## src/indirect_block_run_classifier_unit_defines.svh

```systemverilog
// ----------------------------------------------------------------------------
// Assertion macros for the indirect block run classifier
// Concurrent checks that compile away when SYNTHESIS is defined.
// ----------------------------------------------------------------------------
`ifndef INDIRECT_BLOCK_RUN_CLASSIFIER_UNIT_DEFINES_SVH
`define INDIRECT_BLOCK_RUN_CLASSIFIER_UNIT_DEFINES_SVH

`ifndef SYNTHESIS
// Check a property on every rising edge outside of reset.
`define IBRC_ASSERT(lbl, clk, rst_n, prop, msg) \
  lbl: assert property (@(posedge clk) disable iff (!rst_n) prop) else $error(msg);
// Check a property on every rising edge, reset included.
`define IBRC_ASSERT_ALWAYS(lbl, clk, prop, msg) \
  lbl: assert property (@(posedge clk) prop) else $error(msg);
`else
`define IBRC_ASSERT(lbl, clk, rst_n, prop, msg)
`define IBRC_ASSERT_ALWAYS(lbl, clk, prop, msg)
`endif

`endif

```

## src/ibrc_pkg.sv

```systemverilog
// ----------------------------------------------------------------------------
// ibrc_pkg
// Shared types and constants of the indirect block run classifier.
// ----------------------------------------------------------------------------
`default_nettype none

package ibrc_pkg;

  localparam int unsigned WORD_W          = 32;
  localparam int unsigned BLOCK_W         = 32;
  localparam int unsigned RUN_W           = 14;
  localparam int unsigned MAX_BLOCK_WORDS = 16384;

  typedef logic [RUN_W-1:0]   run_t;
  typedef logic [WORD_W-1:0]  word_t;
  typedef logic [BLOCK_W-1:0] block_t;

  // Saturation value of the run counter.
  localparam run_t RUN_MAX     = RUN_W'(MAX_BLOCK_WORDS - 1);
  localparam run_t THRESH_RST  = RUN_W'(8);

  // Classified word, passed from front to back.
  typedef struct packed {
    logic   first;         // first word of a block, no step test
    logic   step;          // word equals previous word plus one
    logic   last;          // final word of the block
    block_t block_number;
  } entry_t;

endpackage

`default_nettype wire

```

## src/ibrc_if.sv

```systemverilog
// ----------------------------------------------------------------------------
// ibrc channel interfaces
// Valid/ready channels for words, results and the threshold register.
// ----------------------------------------------------------------------------
`default_nettype none

interface ibrc_in_if;
  logic        valid;
  logic        ready;
  logic [31:0] word;
  logic        last_word;
  logic [31:0] block_number;

  modport source (output valid, output word, output last_word, output block_number,
                  input ready);
  modport sink   (input valid, input word, input last_word, input block_number,
                  output ready);
endinterface

interface ibrc_out_if;
  logic        valid;
  logic        ready;
  logic [31:0] result_block;
  logic        is_indirect;

  modport source (output valid, output result_block, output is_indirect, input ready);
  modport sink   (input valid, input result_block, input is_indirect, output ready);
endinterface

interface ibrc_cfg_if;
  logic        valid;
  logic        ready;
  logic [13:0] run_threshold;

  modport source (output valid, output run_threshold, input ready);
  modport sink   (input valid, input run_threshold, output ready);
endinterface

`default_nettype wire

```

## src/indirect_block_run_classifier_unit.sv

```systemverilog
// ----------------------------------------------------------------------------
// indirect_block_run_classifier_unit
// Classifies disk blocks as likely indirect pointer blocks from step runs.
// ----------------------------------------------------------------------------
//
//   channel  dir  payload                               transaction
//   -------  ---  ------------------------------------  -------------------
//   in_i     in   word, last_word, block_number         one block word
//   out_o    out  result_block, is_indirect             one block result
//   cfg_i    in   run_threshold                         threshold write
//
// Throughput is one word per cycle while the queue has room; a result is valid
// after its last word is accepted (queue write, then the back result register).
// The back's run counter update with its compare against the threshold sets
// the pace: one queue entry is retired per cycle unless a last word is stalled.
// Reset restores a threshold of 8 and starts a fresh block.
// A stalled result only holds back a last word; ordinary words keep draining.
//
`default_nettype none

module indirect_block_run_classifier_unit #(
  parameter int unsigned QueueDepth = 2
) (
  input  wire logic clk_i,
  input  wire logic rst_ni,
  ibrc_in_if.sink   in_i,
  ibrc_out_if.source out_o,
  ibrc_cfg_if.sink  cfg_i
);
  import ibrc_pkg::*;

  run_t   threshold_q;
  logic   push, q_full, q_valid, pop;
  entry_t push_entry, pop_entry;

  // Threshold register: writes always complete at once.
  assign cfg_i.ready = 1'b1;

  always_ff @(posedge clk_i or negedge rst_ni) begin
    if (!rst_ni) begin
      threshold_q <= THRESH_RST;
    end else if (cfg_i.valid) begin
      threshold_q <= cfg_i.run_threshold;
    end
  end

  // Front: tag each word against the one before it.
  ibrc_front u_front (
    .clk_i          (clk_i),
    .rst_ni         (rst_ni),
    .in_valid_i     (in_i.valid),
    .in_ready_o     (in_i.ready),
    .word_i         (in_i.word),
    .last_word_i    (in_i.last_word),
    .block_number_i (in_i.block_number),
    .q_full_i       (q_full),
    .push_o         (push),
    .entry_o        (push_entry)
  );

  // Decouple front from back so either can stall alone.
  ibrc_queue #(
    .Depth (QueueDepth)
  ) u_queue (
    .clk_i       (clk_i),
    .rst_ni      (rst_ni),
    .push_i      (push),
    .push_data_i (push_entry),
    .full_o      (q_full),
    .pop_i       (pop),
    .valid_o     (q_valid),
    .pop_data_o  (pop_entry)
  );

  // Back: count runs, decide and hold the result.
  ibrc_back u_back (
    .clk_i          (clk_i),
    .rst_ni         (rst_ni),
    .threshold_i    (threshold_q),
    .q_valid_i      (q_valid),
    .q_data_i       (pop_entry),
    .pop_o          (pop),
    .out_valid_o    (out_o.valid),
    .out_ready_i    (out_o.ready),
    .result_block_o (out_o.result_block),
    .is_indirect_o  (out_o.is_indirect)
  );

endmodule

`default_nettype wire

```

## src/ibrc_front.sv

```systemverilog
// ----------------------------------------------------------------------------
// ibrc_front
// Accepts words and tags each one as first word, step or break.
// ----------------------------------------------------------------------------
`default_nettype none

module ibrc_front (
  input  wire logic            clk_i,
  input  wire logic            rst_ni,
  input  wire logic            in_valid_i,
  output logic                 in_ready_o,
  input  wire ibrc_pkg::word_t  word_i,
  input  wire logic            last_word_i,
  input  wire ibrc_pkg::block_t block_number_i,
  input  wire logic            q_full_i,
  output logic                 push_o,
  output ibrc_pkg::entry_t     entry_o
);
  import ibrc_pkg::*;

  word_t prev_word_q;
  logic  at_start_q, at_start_d;
  word_t diff;

  assign in_ready_o = !q_full_i;
  assign push_o     = in_valid_i && in_ready_o;
  assign diff       = word_i - prev_word_q;

  always_comb begin
    entry_o.first        = at_start_q;
    entry_o.step         = (diff == word_t'(1));
    entry_o.last         = last_word_i;
    entry_o.block_number = block_number_i;
  end

  // A last word opens a new block.
  assign at_start_d = push_o ? last_word_i : at_start_q;

  always_ff @(posedge clk_i or negedge rst_ni) begin
    if (!rst_ni) begin
      at_start_q <= 1'b1;
    end else begin
      at_start_q <= at_start_d;
    end
  end

  always_ff @(posedge clk_i) begin
    if (push_o) begin
      prev_word_q <= word_i;
    end
  end

endmodule

`default_nettype wire

```

## src/ibrc_queue.sv

```systemverilog
// ----------------------------------------------------------------------------
// ibrc_queue
// Short FIFO of classified words between front and back.
// ----------------------------------------------------------------------------
`default_nettype none

module ibrc_queue #(
  parameter int unsigned Depth = 2
) (
  input  wire logic             clk_i,
  input  wire logic             rst_ni,
  input  wire logic             push_i,
  input  wire ibrc_pkg::entry_t push_data_i,
  output logic                  full_o,
  input  wire logic             pop_i,
  output logic                  valid_o,
  output ibrc_pkg::entry_t      pop_data_o
);
  import ibrc_pkg::*;

  localparam int unsigned PtrW = (Depth > 1) ? $clog2(Depth) : 1;
  localparam int unsigned CntW = $clog2(Depth + 1);
  localparam logic [PtrW-1:0] PtrLast = PtrW'(Depth - 1);
  localparam logic [CntW-1:0] CntFull = CntW'(Depth);

  entry_t          mem_q [Depth];
  logic [PtrW-1:0] wr_ptr_q, wr_ptr_d, rd_ptr_q, rd_ptr_d;
  logic [CntW-1:0] count_q, count_d;
  logic            do_push, do_pop;

  assign full_o     = (count_q == CntFull);
  assign valid_o    = (count_q != '0);
  assign pop_data_o = mem_q[rd_ptr_q];
  assign do_push    = push_i && !full_o;
  assign do_pop     = pop_i && valid_o;

  always_comb begin
    wr_ptr_d = wr_ptr_q;
    rd_ptr_d = rd_ptr_q;
    count_d  = count_q;
    if (do_push) begin
      wr_ptr_d = (wr_ptr_q == PtrLast) ? '0 : wr_ptr_q + PtrW'(1);
    end
    if (do_pop) begin
      rd_ptr_d = (rd_ptr_q == PtrLast) ? '0 : rd_ptr_q + PtrW'(1);
    end
    if (do_push && !do_pop) begin
      count_d = count_q + CntW'(1);
    end else if (do_pop && !do_push) begin
      count_d = count_q - CntW'(1);
    end
  end

  always_ff @(posedge clk_i or negedge rst_ni) begin
    if (!rst_ni) begin
      wr_ptr_q <= '0;
      rd_ptr_q <= '0;
      count_q  <= '0;
    end else begin
      wr_ptr_q <= wr_ptr_d;
      rd_ptr_q <= rd_ptr_d;
      count_q  <= count_d;
    end
  end

  always_ff @(posedge clk_i) begin
    if (do_push) begin
      mem_q[wr_ptr_q] <= push_data_i;
    end
  end

endmodule

`default_nettype wire

```

## src/ibrc_back.sv

```systemverilog
// ----------------------------------------------------------------------------
// ibrc_back
// Counts step runs, tracks rejection and registers the block result.
// ----------------------------------------------------------------------------
`default_nettype none

`include "indirect_block_run_classifier_unit_defines.svh"

module ibrc_back (
  input  wire logic             clk_i,
  input  wire logic             rst_ni,
  input  wire ibrc_pkg::run_t   threshold_i,
  input  wire logic             q_valid_i,
  input  wire ibrc_pkg::entry_t q_data_i,
  output logic                  pop_o,
  output logic                  out_valid_o,
  input  wire logic             out_ready_i,
  output ibrc_pkg::block_t      result_block_o,
  output logic                  is_indirect_o
);
  import ibrc_pkg::*;

  run_t   cur_q, cur_d, lng_q, lng_d;
  logic   rej_q, rej_d;
  run_t   cur_n, lng_n, lng_fold;
  logic   rej_n, indirect;
  logic   out_valid_q, out_valid_d;
  block_t result_block_q;
  logic   is_indirect_q;
  logic   pop_last;

  // A last word needs a free result slot; other words always drain.
  assign pop_o    = q_valid_i && (!q_data_i.last || !out_valid_q || out_ready_i);
  assign pop_last = pop_o && q_data_i.last;

  always_comb begin
    cur_n = cur_q;
    lng_n = lng_q;
    rej_n = rej_q;
    if (q_data_i.first) begin
      cur_n = '0;
      lng_n = '0;
      rej_n = 1'b0;
    end else if (q_data_i.step) begin
      if (cur_q < RUN_MAX) begin
        cur_n = cur_q + run_t'(1);
      end
    end else begin
      if (cur_q != '0 && cur_q < threshold_i) begin
        rej_n = 1'b1;
      end else if (cur_q > lng_q) begin
        lng_n = cur_q;
      end
      cur_n = '0;
    end
    // Fold the trailing run in.
    lng_fold = (cur_n > lng_n) ? cur_n : lng_n;
    indirect = !rej_n && (lng_fold >= threshold_i);
  end

  always_comb begin
    cur_d = cur_q;
    lng_d = lng_q;
    rej_d = rej_q;
    if (pop_last) begin
      cur_d = '0;
      lng_d = '0;
      rej_d = 1'b0;
    end else if (pop_o) begin
      cur_d = cur_n;
      lng_d = lng_n;
      rej_d = rej_n;
    end
  end

  always_comb begin
    out_valid_d = out_valid_q;
    if (pop_last) begin
      out_valid_d = 1'b1;
    end else if (out_ready_i) begin
      out_valid_d = 1'b0;
    end
  end

  always_ff @(posedge clk_i or negedge rst_ni) begin
    if (!rst_ni) begin
      cur_q       <= '0;
      lng_q       <= '0;
      rej_q       <= 1'b0;
      out_valid_q <= 1'b0;
    end else begin
      cur_q       <= cur_d;
      lng_q       <= lng_d;
      rej_q       <= rej_d;
      out_valid_q <= out_valid_d;
    end
  end

  always_ff @(posedge clk_i) begin
    if (pop_last) begin
      result_block_q <= q_data_i.block_number;
      is_indirect_q  <= indirect;
    end
  end

  assign out_valid_o    = out_valid_q;
  assign result_block_o = result_block_q;
  assign is_indirect_o  = is_indirect_q;

  `IBRC_ASSERT_ALWAYS(a_run_sat, clk_i, cur_q <= RUN_MAX, "run counter above saturation")
  `IBRC_ASSERT(a_clear_after_last, clk_i, rst_ni, pop_last |=> (cur_q == '0 && lng_q == '0 && !rej_q), "block state not cleared after result")
  `IBRC_ASSERT(a_result_from_last, clk_i, rst_ni, $rose(out_valid_q) |-> $past(pop_last), "result raised without a last word")
  `IBRC_ASSERT(a_no_overwrite, clk_i, rst_ni, (out_valid_q && !out_ready_i) |-> !pop_last, "pending result overwritten")

endmodule

`default_nettype wire
```

## src/flat_wrapper.sv

```systemverilog
// flat-port wrapper written by rule: the top's interface ports become plain ports
module indirect_block_run_classifier_unit_flat import ibrc_pkg::*;
#(
  parameter int unsigned QueueDepth = 2
)
  (clk_i, rst_ni, in_i_valid, in_i_word, in_i_last_word, in_i_block_number, in_i_ready, out_o_valid, out_o_result_block, out_o_is_indirect, out_o_ready, cfg_i_valid, cfg_i_run_threshold, cfg_i_ready);
  ibrc_in_if in_i_i ();
  ibrc_out_if out_o_i ();
  ibrc_cfg_if cfg_i_i ();
  input  wire logic clk_i;
  input  wire logic rst_ni;
  input wire logic [$bits(in_i_i.valid)-1:0] in_i_valid;
  input wire logic [$bits(in_i_i.word)-1:0] in_i_word;
  input wire logic [$bits(in_i_i.last_word)-1:0] in_i_last_word;
  input wire logic [$bits(in_i_i.block_number)-1:0] in_i_block_number;
  output wire logic [$bits(in_i_i.ready)-1:0] in_i_ready;
  output wire logic [$bits(out_o_i.valid)-1:0] out_o_valid;
  output wire logic [$bits(out_o_i.result_block)-1:0] out_o_result_block;
  output wire logic [$bits(out_o_i.is_indirect)-1:0] out_o_is_indirect;
  input wire logic [$bits(out_o_i.ready)-1:0] out_o_ready;
  input wire logic [$bits(cfg_i_i.valid)-1:0] cfg_i_valid;
  input wire logic [$bits(cfg_i_i.run_threshold)-1:0] cfg_i_run_threshold;
  output wire logic [$bits(cfg_i_i.ready)-1:0] cfg_i_ready;
  assign in_i_i.valid = in_i_valid;
  assign in_i_i.word = in_i_word;
  assign in_i_i.last_word = in_i_last_word;
  assign in_i_i.block_number = in_i_block_number;
  assign in_i_ready = in_i_i.ready;
  assign out_o_valid = out_o_i.valid;
  assign out_o_result_block = out_o_i.result_block;
  assign out_o_is_indirect = out_o_i.is_indirect;
  assign out_o_i.ready = out_o_ready;
  assign cfg_i_i.valid = cfg_i_valid;
  assign cfg_i_i.run_threshold = cfg_i_run_threshold;
  assign cfg_i_ready = cfg_i_i.ready;
  indirect_block_run_classifier_unit #(.QueueDepth(QueueDepth)) u_core (.clk_i(clk_i), .rst_ni(rst_ni), .in_i(in_i_i), .out_o(out_o_i), .cfg_i(cfg_i_i));
endmodule
```

## config.mk

```make
export PLATFORM = sky130hd
export DESIGN_NAME = indirect_block_run_classifier_unit_flat
export DESIGN_NICKNAME = d
export VERILOG_FILES = /design/src/ibrc_pkg.sv /design/src/ibrc_if.sv /design/src/indirect_block_run_classifier_unit.sv /design/src/ibrc_front.sv /design/src/ibrc_queue.sv /design/src/ibrc_back.sv /design/src/flat_wrapper.sv
export VERILOG_INCLUDE_DIRS = /design/src /design/src/src
export SDC_FILE = /design/constraint.sdc
export NUM_CORES = 1
export LEC_CHECK = 0
export BUFFER_PORTS_ARGS = -buffer_cell sky130_fd_sc_hd__buf_2
export CAP_MARGIN = 20
export CORE_ASPECT_RATIO = 0.9
export CORE_MARGIN = 5
export CORE_UTILIZATION = 55
export DETAILED_ROUTE_END_ITERATION = 8
export GPL_TIMING_DRIVEN = 0
export PLACE_DENSITY = 0.76
export REMOVE_ABC_BUFFERS = 1
export SLEW_MARGIN = 15
export SYNTH_ARGS = -nofsm -noshare
export SYNTH_HDL_FRONTEND = slang
export SYNTH_SLANG_ARGS = --single-unit
```

## constraint.sdc

```tcl
create_clock -name clk_i -period 8.07 [get_ports clk_i]
set_clock_uncertainty 0.15 [all_clocks]
set_input_delay 0.4035 -clock clk_i [delete_from_list [all_inputs] [get_ports clk_i]]
set_output_delay 0.4035 -clock clk_i [all_outputs]
set_load 0.01 [all_outputs]
```

After elaboration in Yosys (flattened, before gate mapping):

Memories as Yosys holds them, arrays and structs flattened.
Cells that the tools add are included.

* output and inout port bits: 36
* input port bits: 84
* memories kept: 1
* flip-flop bits (word level): 114
* logic and storage cells: 73
* memory bits (writable): 70

* mux-type cells: 25
* reductions and logical operators: 22
* add/sub/neg operators: 6
* eq/ne operators: 2
* magnitude comparators: 5

Memory list
* u_core.u_queue.mem_q: words 2, width 35, read ports 1, clocked after memory_dff 0, wr ports 1, RTL line ibrc_queue.sv:26 `entry_t mem_q [Depth];`

Operators with widths (number)
* 2-to-1 mux 14 bit: 12
* equality test 32 x 1 -> 1 bit, second input constant: 1
* subtractor 32 bit: 1
* greater-than comparator 14 bit: 2
* adder 14 x 1 -> 14 bit, second input constant: 1
* greater-or-equal comparator 14 bit: 1
* < comparator 14 bit: 1
* < comparator 14 bit, second input constant: 1
* nonzero test 14 bit: 1
* 2-to-1 mux 1 bit: 11
* logical AND 1 bit: 9
* nonzero test 2 bit: 4
* logical NOT 1 bit: 6
* 2-to-1 mux 2 bit: 2
* adder 1 bit, second input constant: 2
* adder 2 x 1 -> 2 bit, second input constant: 1
* equality test 2 bit, second input constant: 1
* logical OR 1 bit: 2
* subtractor 2 x 1 -> 2 bit, second input constant: 1

Longest topological paths before layout:

Gate-level depths: netlist of the first run.

* depth after elaboration: 9
* mapped depth: 32
* mapped depth without buffers: 31

Hierarchy:

A second synthesis of the first run with hierarchy kept.

* cell total of the unflattened synthesis: 993
* area, all modules: 11269.6 µm²

Modules (own cells, without submodules)
* ibrc_back: cells an instance 425, instances 1, area an instance 4337.9 µm², seq. area each 1741.7 µm²
* ibrc_front: cells an instance 409, instances 1, area an instance 3523.4 µm², seq. area each 987.2 µm²
* ibrc_queue: cells an instance 128, instances 1, area an instance 2876.5 µm², seq. area each 2202.1 µm²
* indirect_block_run_classifier_unit: cells an instance 31, instances 1, area an instance 531.8 µm², seq. area each 351.6 µm²

Least setup slack after synthesis of the first run:

No wires, ideal clock.

* path kind: register to register
* start point: register u_core.u_back.cur_q[13]
* end point: register u_core.u_back.is_indirect_q (netlist: u_core.u_back.is_indirect_o), data pin
* arrival: 5.473 ns
* clock period less this slack: 5.884 ns
* setup time: 0.261 ns
* data required time: 7.659 ns
* stages on the path, launching flop included: 30
* path buffers: 3
* slack: 2.186 ns
* cells stage by stage: dfrtp_1 > ha_1 > a21oi_1 > nand2_1 > a2111oi_0 > o311a_1 > nor3_1 > and4bb_1 > buf_2 > buf_4 > mux2i_1 > nand2b_1 > ha_1 > nand4_1 > or2_2 > a21oi_1 > nor2_1 > a21oi_1 > clkbuf_1 > nand2_1 > o31ai_1 > ha_1 > a21o_1 > a21oi_1 > nor2b_1 > o21ai_0 > a21oi_1 > nor4_1 > nor4_1 > o32a_1

* cells in the longest elaborated chain, start to end: 9
* elaborated cells on any way between the ends: 21
* those cells by class: add/sub: 1; order compare: 5; mux: 11; reduce/logical: 4

Ends and longest elaborated chain
* from (decl): RTL line ibrc_back.sv:23 `run_t cur_q, cur_d, lng_q, lng_d;`
* from (signal assigned): RTL line ibrc_back.sv:92 `cur_q <= cur_d;`
* greater-than comparator 14 bit (tied with other cells): RTL line ibrc_back.sv:51 `end else if (cur_q > lng_q) begin`
* 2-to-1 mux 14 bit / logical AND 1 bit (equally long branches): RTL line ibrc_back.sv:51, ibrc_back.sv:49
* 2-to-1 mux 14 bit: RTL line ibrc_back.sv:49 `if (cur_q != '0 && cur_q < threshold_i) begin`
* 2-to-1 mux 14 bit: RTL line ibrc_back.sv:44 `end else if (q_data_i.step) begin`
* 2-to-1 mux 14 bit: RTL line ibrc_back.sv:40 `if (q_data_i.first) begin`
* greater-than comparator 14 bit: RTL line ibrc_back.sv:57 `lng_fold = (cur_n > lng_n) ? cur_n : lng_n;`
* 2-to-1 mux 14 bit: RTL line ibrc_back.sv:57
* greater-or-equal comparator 14 bit: RTL line ibrc_back.sv:58 `indirect = !rej_n && (lng_fold >= threshold_i);`
* logical AND 1 bit *: RTL line ibrc_back.sv:58
* named net u_core.u_back.indirect: RTL line ibrc_back.sv:26 `logic rej_n, indirect;`
* to (signal assigned): RTL line ibrc_back.sv:102 `is_indirect_q <= indirect;`
* to (decl): RTL line ibrc_back.sv:29 `logic is_indirect_q;`

Mark *: on every way through the listed nets, which the timed path passes. The rest lies on a longest branch.
A chain may end at the register's enable or synchronous reset.

Worst setup path after layout of the first run:

* start point: register u_core.u_back.cur_q[0]
* end point: register u_core.u_back.is_indirect_q (netlist: u_core.u_back.is_indirect_o), data pin

The elaborated chain is that of the path after synthesis.

==> results.sh, run 1 <==
export IMPL_cts_tree="built"
export IMPL_maxCapViolCount=0
export IMPL_required_ns=8.11
export IMPL_die_width_um=155
export IMPL_rsz0062_at_grt="no"
export IMPL_cts_buffers=17
export IMPL_post_cts_buffers=0
export IMPL_grt_ovfl_total=0
export IMPL_nets=1251
export IMPL_routed_via_density=5.80
export IMPL_port_buffers=118
export IMPL_period_minus_slack_ns=7.74
export IMPL_grt_antenna_before_repair=2
export IMPL_end_kind="flop"
export IMPL_track_usage_pct=21.7
export IMPL_slew_viol_final=0
export IMPL_synth_top_cell_area_share_pct=38.7
export IMPL_ys_ff_latch=184
export IMPL_dp_cells=1264
export IMPL_clkSlewWorstSetupHoldPaths_ns=0.08
export IMPL_status="completed"
export IMPL_grt_pass1_vias=7609
export IMPL_wirelength_mm=23.8
export IMPL_clk_path_buf_depth=2
export IMPL_n_fill_cell=1392
export IMPL_cts_max_level=4
export IMPL_netlist_area_sq_um=10500
export IMPL_place_area_sq_um=11400
export IMPL_vdd_ir_drop_max_v=0.000156
export IMPL_cp_slowest_cell="and4bb_1"
export IMPL_design_area_sq_um=12400
export IMPL_dp_hpwl_mm=16.9
export IMPL_detail_route_wl_per_cell_um=17.8
export IMPL_fmax_ghz=0.129
export IMPL_cp_data_arrival_time_ns=7.77
export IMPL_synth_edf_count=135
export IMPL_period_share_pct=95.9
export IMPL_critical_path_class="reg -> reg"
export IMPL_yosys_warnings=0
export IMPL_clock_latency_ns=0.44
export IMPL_cp_slowest_stage_delay_ns=1.01
export IMPL_slew_headroom_pct=27.8
export IMPL_syn_area_per_cell_sq_um=11.2
export IMPL_gp_congestion=0.890
export IMPL_clk_root_buffer_cell="clkbuf_16"
export IMPL_worstMarginPinSlew_ns=1.08
export IMPL_core_area_sq_um=18600
export IMPL_clkSinkCount=184
export IMPL_syn_to_final_growth_pct=18.2
export IMPL_drtIter0Drc=538
export IMPL_dieHeight_um=141
export IMPL_hp_class="in -> reg"
export IMPL_initial_core_util_pct=56.4
export IMPL_layout_common_cells="135 x edfxtp_1, 118 x buf_2, 89 x ha_1"
export IMPL_die_area_sq_um=21900
export IMPL_p_leak_uw=0.00509
export IMPL_yosysTopAreaCell="edfxtp_1"
export IMPL_crit_path_start_kind="flop"
export IMPL_ant_nets=0
export IMPL_drive_above_1_share_pct=20.5
export IMPL_final_common_cell="edfxtp_1"
export IMPL_timing_final_setup_violations=0
export IMPL_fin_cells=1336
export IMPL_fin_setup_tns_ns=0
export IMPL_synthTopCellsByArea="edfxtp_1 39%, dfrtp_1 11%, ha_1 11%, mux2_2 3.9%, a21oi_1 2.6%"
export IMPL_grt_pass1_wl_mm=38.0
export IMPL_grt_max_degree=34
export IMPL_vias=7752
export IMPL_syn_inst=932
export IMPL_worstPathMaxFanout=16
export IMPL_first_pass_iters=8
export IMPL_hold_viol_final=0
export IMPL_fin_hold_ws_ns=0.0128
export IMPL_ys_flop_type="edfxtp_1"
export IMPL_ios=120
export IMPL_place_ws_ns=0.589
export IMPL_finalWorstSetupSlack_ns=0.334
export IMPL_synthArstFlopShare_pct=26.6
export IMPL_synth_seq_area_share_pct=50.4
export IMPL_post_route_drc_count=0
export IMPL_power_density_nw_per_um2=277
export IMPL_netlist_cell_type_count=75
export IMPL_rows=47
export IMPL_cts_resized=0
[registers in the layout, summed over array words and instances (netlist names)]
register	count
u_core.u_queue.rd_ptr_q	1
u_core.threshold_q	14
u_core.u_back.cur_q	14
u_core.u_back.lng_q	14
u_core.u_front.prev_word_q	32
u_core.u_queue.count_q	2
u_core.u_back.is_indirect_o	1
u_core.u_back.out_valid_o	1
u_core.u_front.at_start_q	1
u_core.u_queue.wr_ptr_q	1
u_core.u_back.rej_q	1
u_core.u_back.result_block_o	32
u_core.u_queue.mem_q	70
[stage by stage]
step / util (%) / total power (uW)
2_1_floorplan: - / 2110
6_report: 66.6 / 3430
5_1_grt: 66.6 / 3610
3_5_place_dp: 61.1 / 2560
3_3_place_gp: 60.2 / 2460
4_1_cts: 66.6 / 3450
[report_power, final]
group	leakage [uW]	internal [uW]	switching, uW
registers	0.00191	1300	84.0
clock network	0.000296	431	437
logic	0.00288	454	718
[routing by layer]
layer	wire (um)	GRT usage, %
met5	13	0
met4	617	7.19
met3	1430	4.26
met2	11400	36.1
met1	10300	28.9
[cells in the mapped netlist, drive strengths merged, types with 11 or more instances]
library cell  count
edfxtp          135
xnor2            14
a22o             28
nor2b            11
xor2             14
nand4            19
nand2b           21
ha               89
o31ai            18
inv              70
mux2             36
a21o             18
nand3            18
mux2i            19
o21ai            50
dfrtp            47
nor2             49
nand2            68
nor3             11
buf              12
clkbuf           27
a21oi            54
[layout make-up]
class	instances	area, sq um	share of cell area (%)
Timing Repair Buffer	165	1120	9.07
Tap cell	245	307	2.48
Antenna cell	1	2.50	0.0202
Clock inverter	15	204	1.65
Sequential cell	184	5280	42.7
Clock buffer	17	425	3.44
Multi-Input combinational cell	639	4770	38.5
Inverter	70	263	2.12
[cells by family (layout without fill, tap and decap cells)]
logic type | count (synthesis) | in the layout | synth area share, %
simple gates | 235 | 235 | 11.6
compound gates | 230 | 230 | 14.7
flops | 184 | 184 | 50.4
buf+inv | 109 | 267 | 4.34
fa+ha+maj | 90 | 90 | 10.8
mux | 55 | 55 | 5.69
xor+xnor | 28 | 28 | 2.34
other cells | 1 | 2 | 0.0358
[worst max-delay path, delay by kind of cell, from the launching register on]
family                   cells  cell delay (ns)
flip-flops                   1             0.48
adder cells (fa/ha/maj)      3             0.74
multiplexers                 1             0.27
AO/OA/AOI/OAI               10             2.14
AND/OR/NAND/NOR             14             3.53
buffers and inverters        1             0.16
[final timing paths]
check,start,cells past startpoint,endpoint,slack [ns]
worst max-delay path,u_core.u_back.cur_q[0],29,u_core.u_back.is_indirect_o,0.33
worst min register to register,u_core.u_back.lng_q[4],1,u_core.u_back.lng_q[4],0.38
worst max register to register,u_core.u_back.cur_q[0],29,u_core.u_back.is_indirect_o,0.33
worst min-delay path,cfg_i_run_threshold[4],3,u_core.threshold_q[4],0.01
min in group asynchronous,rst_ni,2,u_core.threshold_q[11],0.34
max in group asynchronous,rst_ni,3,u_core.threshold_q[3],6.81
[timing repair]
action                                  4_1_cts  5_1_grt
endpoints found under the setup margin        0        0
hold endpoints to repair                     82        1
hold buffers                                 38        1
Note: power is estimated with default switching activity, not from simulation.
==> run 2, diff against run 1 <==
--- a/config.mk
+++ b/config.mk
@@ -10,10 +10,9 @@
 export CAP_MARGIN = 20
 export CORE_ASPECT_RATIO = 0.9
 export CORE_MARGIN = 5
-export CORE_UTILIZATION = 55
+export CORE_UTILIZATION = 40
 export DETAILED_ROUTE_END_ITERATION = 8
 export GPL_TIMING_DRIVEN = 0
-export PLACE_DENSITY = 0.76
 export REMOVE_ABC_BUFFERS = 1
 export SLEW_MARGIN = 15
 export SYNTH_ARGS = -nofsm -noshare
==> results.sh, run 2 (synthesis gave the netlist of run 1 again) <==
export IMPL_status="completed"
export IMPL_period_minus_slack_ns=7.25
export IMPL_drtIter0Drc=401
export IMPL_rsz0062_at_grt="no"
export IMPL_grt_pass1_vias=7458
export IMPL_worstPathMaxFanout=16
export IMPL_path_buf_inv=1
export IMPL_slew_headroom_pct=44.9
export IMPL_antenna_cells=0
export IMPL_clock_latency_ns=0.43
export IMPL_dp_hpwl_mm=17.2
export IMPL_crit_path_start_kind="flop"
export IMPL_cp_data_arrival_time_ns=7.29
export IMPL_cts_max_level=4
export IMPL_cp_slowest_cell="and4bb_2"
export IMPL_power_density_nw_per_um2=274
export IMPL_final_common_cell="edfxtp_1"
export IMPL_cp_slowest_stage_delay_ns=0.75
export IMPL_vdd_ir_drop_max_v=0.000135
export IMPL_initial_core_util_pct=40.4
export IMPL_reg2reg_from="u_core.u_back.cur_q[0]"
export IMPL_grt_ovfl_total=0
export IMPL_crit_family="simple AND/OR/NAND/NOR gates"
export IMPL_gp_congestion=0.867
export IMPL_rows=56
export IMPL_detail_route_wl_per_cell_um=16.5
export IMPL_drive_above_1_share_pct=20.3
export IMPL_use_met3_pct=4.36
export IMPL_vias=7683
export IMPL_routed_via_density=5.29
export IMPL_wirelength_mm=23.9
export IMPL_dp_cells=1367
export IMPL_finalWorstSetupSlack_ns=0.820
export IMPL_clk_root_buffer_cell="clkbuf_16"
export IMPL_grt_use_met2_pct=26.6
export IMPL_cts_tree="built"
export IMPL_core_area_sq_um=25900
export IMPL_nets=1264
export IMPL_first_pass_iters=5
export IMPL_p_leak_uw=0.00517
export IMPL_post_cts_buffers=0
export IMPL_startpoint="u_core.u_back.cur_q[0]"
export IMPL_grt_antenna_before_repair=2
export IMPL_critical_path_class="reg -> reg"
export IMPL_maxCapViolCount=0
export IMPL_fin_cells=1451
export IMPL_layout_common_cells="135 x edfxtp_1, 118 x buf_2, 89 x ha_1"
export IMPL_fin_hold_ws_ns=0.0145
export IMPL_clkSinkCount=184
export IMPL_timing_final_setup_violations=0
export IMPL_port_buffers=118
export IMPL_die_width_um=181
export IMPL_track_usage_pct=16.3
export IMPL_worstMarginPinSlew_ns=0.826
export IMPL_ios=120
export IMPL_dieHeight_um=164
export IMPL_slew_viol_final=0
export IMPL_clkSlewWorstSetupHoldPaths_ns=0.09
export IMPL_hp_class="in -> reg"
export IMPL_cts_buffers=17
export IMPL_clk_path_buf_depth=2
export IMPL_fmax_ghz=0.138
export IMPL_largest_reg_flops=70
export IMPL_hold_path_startpoint="cfg_i_run_threshold[4]"
export IMPL_grt_max_degree=34
export IMPL_largest_register="u_core.u_queue.mem_q"
export IMPL_fin_setup_tns_ns=0
export IMPL_place_ws_ns=0.506
export IMPL_grt_pass1_wl_mm=38.9
export IMPL_required_ns=8.11
export IMPL_globalRouteMet1Util_pct=22.1
export IMPL_die_area_sq_um=29500
export IMPL_end_kind="flop"
export IMPL_ant_nets=0
export IMPL_hold_viol_final=0
export IMPL_period_share_pct=89.8
export IMPL_post_route_drc_count=0
export IMPL_syn_to_final_growth_pct=21.1
export IMPL_busiest_layer="met2"
-- run 2: cell types whose count changed in the layout (fill, tap and decap cells not counted), moves of 2 or more --
cell	change
buf_16	+3
dlygate4sd3_1	+13
buf_12	-3
clkinvlp_4	-2
inv_12	+3
-- run 2: worst reg2reg max path: cells and delay by family (launching register included) --
| family | cells | cell delay, ns |
|---|---|---|
| simple gates | 14 | 3.25 |
| compound gates | 10 | 2.07 |
| fa+ha+maj | 3 | 0.72 |
| flops | 1 | 0.48 |
| mux | 1 | 0.19 |
| buf+inv | 1 | 0.16 |
-- run 2: worst paths after layout --
path	endpoint	slack, ns	cells after the start
setup / recovery	u_core.u_back.is_indirect_o	0.82	29
hold / removal	u_core.threshold_q[4]	0.01	3
setup reg to reg	u_core.u_back.is_indirect_o	0.82	29
hold reg to reg	u_core.u_back.rej_q	0.38	2
max in group asynchronous	u_core.u_front.at_start_q	6.77	3
min in group asynchronous	u_core.u_back.cur_q[7]	0.36	2
-- run 2: layout make-up --
cell class	count	area [sq um]
clock buffers	17	425
clock inverters	15	230
fillers	2376	13200
inverters	70	263
multi-input cells	639	4770
flip-flops and latches	184	5280
well taps	348	435
repair buffers	178	1270
-- run 2: metrics by stage --
| stage | instance area, sq um | utilization [%] | power, uW |
|---|---|---|---|
| after detailed placement | 11500 | 44.4 | 2580 |
| after global placement | 11300 | 43.6 | 2480 |
| after floorplan | 10300 | - | 2110 |
| final | 12700 | 48.9 | 3480 |
| after global routing | 12700 | 48.9 | 3680 |
| after CTS | 12600 | 48.6 | 3520 |
-- run 2: timing repair --
item | CTS | global route
hold buffers | 43 | 9
endpoints found under the hold margin | 94 | 11
endpoints found under the setup margin | 0 | 1
resized for setup | 0 | 1
-- run 2: routing by layer --
metal	routed length (um)	vias to the layer above
met5	25	-
met4	241	4
met3	1300	21
met2	11100	188
met1	11300	3689
li1	-	3781
-- run 2: power by group --
part | internal (uW) | total [uW] | switching (uW) | leakage, uW
sequential | 1300 | 1380 | 73.8 | 0.00191
combinational | 466 | 1190 | 724 | 0.00294
clock | 445 | 913 | 468 | 0.000315
total | 2210 | 3480 | 1270 | 0.00517
==> run 3, diff against run 2 <==
--- a/config.mk
+++ b/config.mk
@@ -9,7 +9,7 @@
 export BUFFER_PORTS_ARGS = -buffer_cell sky130_fd_sc_hd__buf_2
 export CAP_MARGIN = 20
 export CORE_ASPECT_RATIO = 0.9
-export CORE_MARGIN = 5
+export CORE_MARGIN = 2
 export CORE_UTILIZATION = 40
 export DETAILED_ROUTE_END_ITERATION = 8
 export GPL_TIMING_DRIVEN = 0
==> results.sh, run 3 (synthesis gave the netlist of run 1 again) <==
export IMPL_status="completed"
export IMPL_wirelength_mm=24.4
export IMPL_routed_via_density=5.27
export IMPL_clk_root_buffer_cell="clkbuf_16"
export IMPL_largest_register="u_core.u_queue.mem_q"
export IMPL_layout_common_cells="135 x edfxtp_1, 117 x buf_2, 89 x ha_1"
export IMPL_cts_max_level=4
export IMPL_end_kind="flop"
export IMPL_grt_pass1_vias=7550
export IMPL_critical_path_class="reg -> reg"
export IMPL_period_minus_slack_ns=7.58
export IMPL_port_buffers=118
export IMPL_worstMarginPinSlew_ns=0.807
export IMPL_r2r_worst_path_cells=29
export IMPL_cts_buffers=17
export IMPL_p_leak_uw=0.00516
export IMPL_track_usage_pct=18.2
export IMPL_clkSinkCount=184
export IMPL_reg2reg_from="u_core.u_back.cur_q[0]"
export IMPL_period_share_pct=93.9
export IMPL_hp_class="in -> reg"
export IMPL_drive_above_1_share_pct=20.1
export IMPL_dp_cells=1365
export IMPL_clkSlewWorstSetupHoldPaths_ns=0.08
export IMPL_ant_nets=0
export IMPL_design_area_sq_um=12700
export IMPL_timing_final_setup_violations=0
export IMPL_vdd_ir_drop_max_v=0.000186
export IMPL_gp_congestion=0.854
export IMPL_first_pass_iters=5
export IMPL_power_density_nw_per_um2=273
export IMPL_grt_ovfl_total=0
export IMPL_slew_headroom_pct=46.2
export IMPL_min_path_cells=1
export IMPL_crit_path_start_kind="flop"
export IMPL_dp_hpwl_mm=17.2
export IMPL_hold_viol_final=0
export IMPL_required_ns=8.11
export IMPL_nets=1267
export IMPL_clk_path_buf_depth=2
export IMPL_grt_pass1_wl_mm=39.3
export IMPL_ios=120
export IMPL_grt_max_degree=50
export IMPL_detail_route_wl_per_cell_um=16.8
export IMPL_cp_data_arrival_time_ns=7.62
export IMPL_drtIter0Drc=380
export IMPL_worstPathMaxFanout=28
export IMPL_rows=56
export IMPL_cp_slowest_stage_delay_ns=0.76
export IMPL_syn_to_final_growth_pct=21.1
export IMPL_grt_antenna_before_repair=1
export IMPL_slew_viol_final=0
export IMPL_largest_reg_flops=70
export IMPL_core_area_sq_um=25900
export IMPL_rsz0062_at_grt="no"
export IMPL_hold_path_startpoint="in_i_word[25]"
export IMPL_die_area_sq_um=27500
export IMPL_fin_setup_tns_ns=0
export IMPL_die_width_um=175
export IMPL_fmax_ghz=0.132
export IMPL_fin_cells=1455
export IMPL_place_area_sq_um=11500
export IMPL_post_route_drc_count=0
export IMPL_vias=7673
export IMPL_final_common_cell="edfxtp_1"
export IMPL_cp_slowest_cell="and4bb_2"
export IMPL_maxCapViolCount=0
export IMPL_dieHeight_um=158
export IMPL_cts_tree="built"
export IMPL_r2r_end="u_core.u_back.is_indirect_o"
export IMPL_fin_hold_ws_ns=0.0208
export IMPL_hold_end="u_core.u_front.prev_word_q[25]"
export IMPL_rrSetupSlack_ns=0.49
export IMPL_initial_core_util_pct=40.4
export IMPL_utilization_pct=48.9
export IMPL_clock_latency_ns=0.44
-- run 3: changes by cell type in the layout (fill, tap and decap cells not counted), sizes merged --
cell / previous run / this run
dlygate4sd3: 52 / 57
buf: 126 / 124
diode: 0 / 1
-- run 3: final cells by class --
| class | instances | area, sq um |
|---|---|---|
| Fill cell | 2365 | 13200 |
| Antenna cell | 1 | 2.50 |
| Timing Repair Buffer | 181 | 1280 |
| Inverter | 70 | 263 |
| Multi-Input combinational cell | 639 | 4780 |
| Clock buffer | 17 | 425 |
| Tap cell | 348 | 435 |
| Sequential cell | 184 | 5280 |
| Clock inverter | 15 | 215 |
-- run 3: worst max-delay path by stage --
stage | from | to | cells after the start
6_report | u_core.u_back.cur_q[0] | u_core.u_back.is_indirect_o | 29
5_1_grt | u_core.u_back.cur_q[0] | u_core.u_back.is_indirect_o | 30
4_1_cts | u_core.u_back.cur_q[0] | u_core.u_back.is_indirect_o | 29
3_5_place_dp | u_core.u_back.cur_q[0] | u_core.u_back.is_indirect_o | 29
3_3_place_gp | u_core.u_queue.rd_ptr_q | u_core.u_back.is_indirect_o | 21
2_1_floorplan | u_core.u_queue.rd_ptr_q | u_core.u_back.is_indirect_o | 21
-- run 3: timing repair --
item                                   4_1_cts  5_1_grt
hold buffers                                57        0
setup endpoints to repair                    0        1
endpoints found under the hold margin      134        0
setup buffers                                0        0
resized for setup                            0        1
-- run 3: critical path, delay by kind of cell, from the launching register on --
kind,cells,cell delay (ns)
multiplexers,1,0.19
adder cells (fa/ha/maj),3,0.73
AND/OR/NAND/NOR,14,3.34
buffers and inverters,1,0.15
AO/OA/AOI/OAI,10,2.27
flip-flops,1,0.48
-- run 3: where the power goes --
group	total (uW)	internal, uW	switching, uW
combinational	1190	456	734
sequential	1380	1300	72.2
clock	899	439	460
total	3460	2200	1270
-- run 3: metal layers --
layer	global-route usage (%)	share of wire (%)	vias to the layer above
li1	-	-	3786
met1	24.4	47	3663
met2	30.1	46	203
met3	3.70	5.3	21
met4	5.00	1.3	0
met5	0	0	-
-- run 3: metrics by stage --
stage | power [uW] | setup slack (ns)
2_1_floorplan | 2110 | 1.39
3_3_place_gp | 2490 | -1.41
3_5_place_dp | 2570 | 0.314
4_1_cts | 3500 | 0.273
5_1_grt | 3670 | 0.00232
6_report | 3460 | 0.491
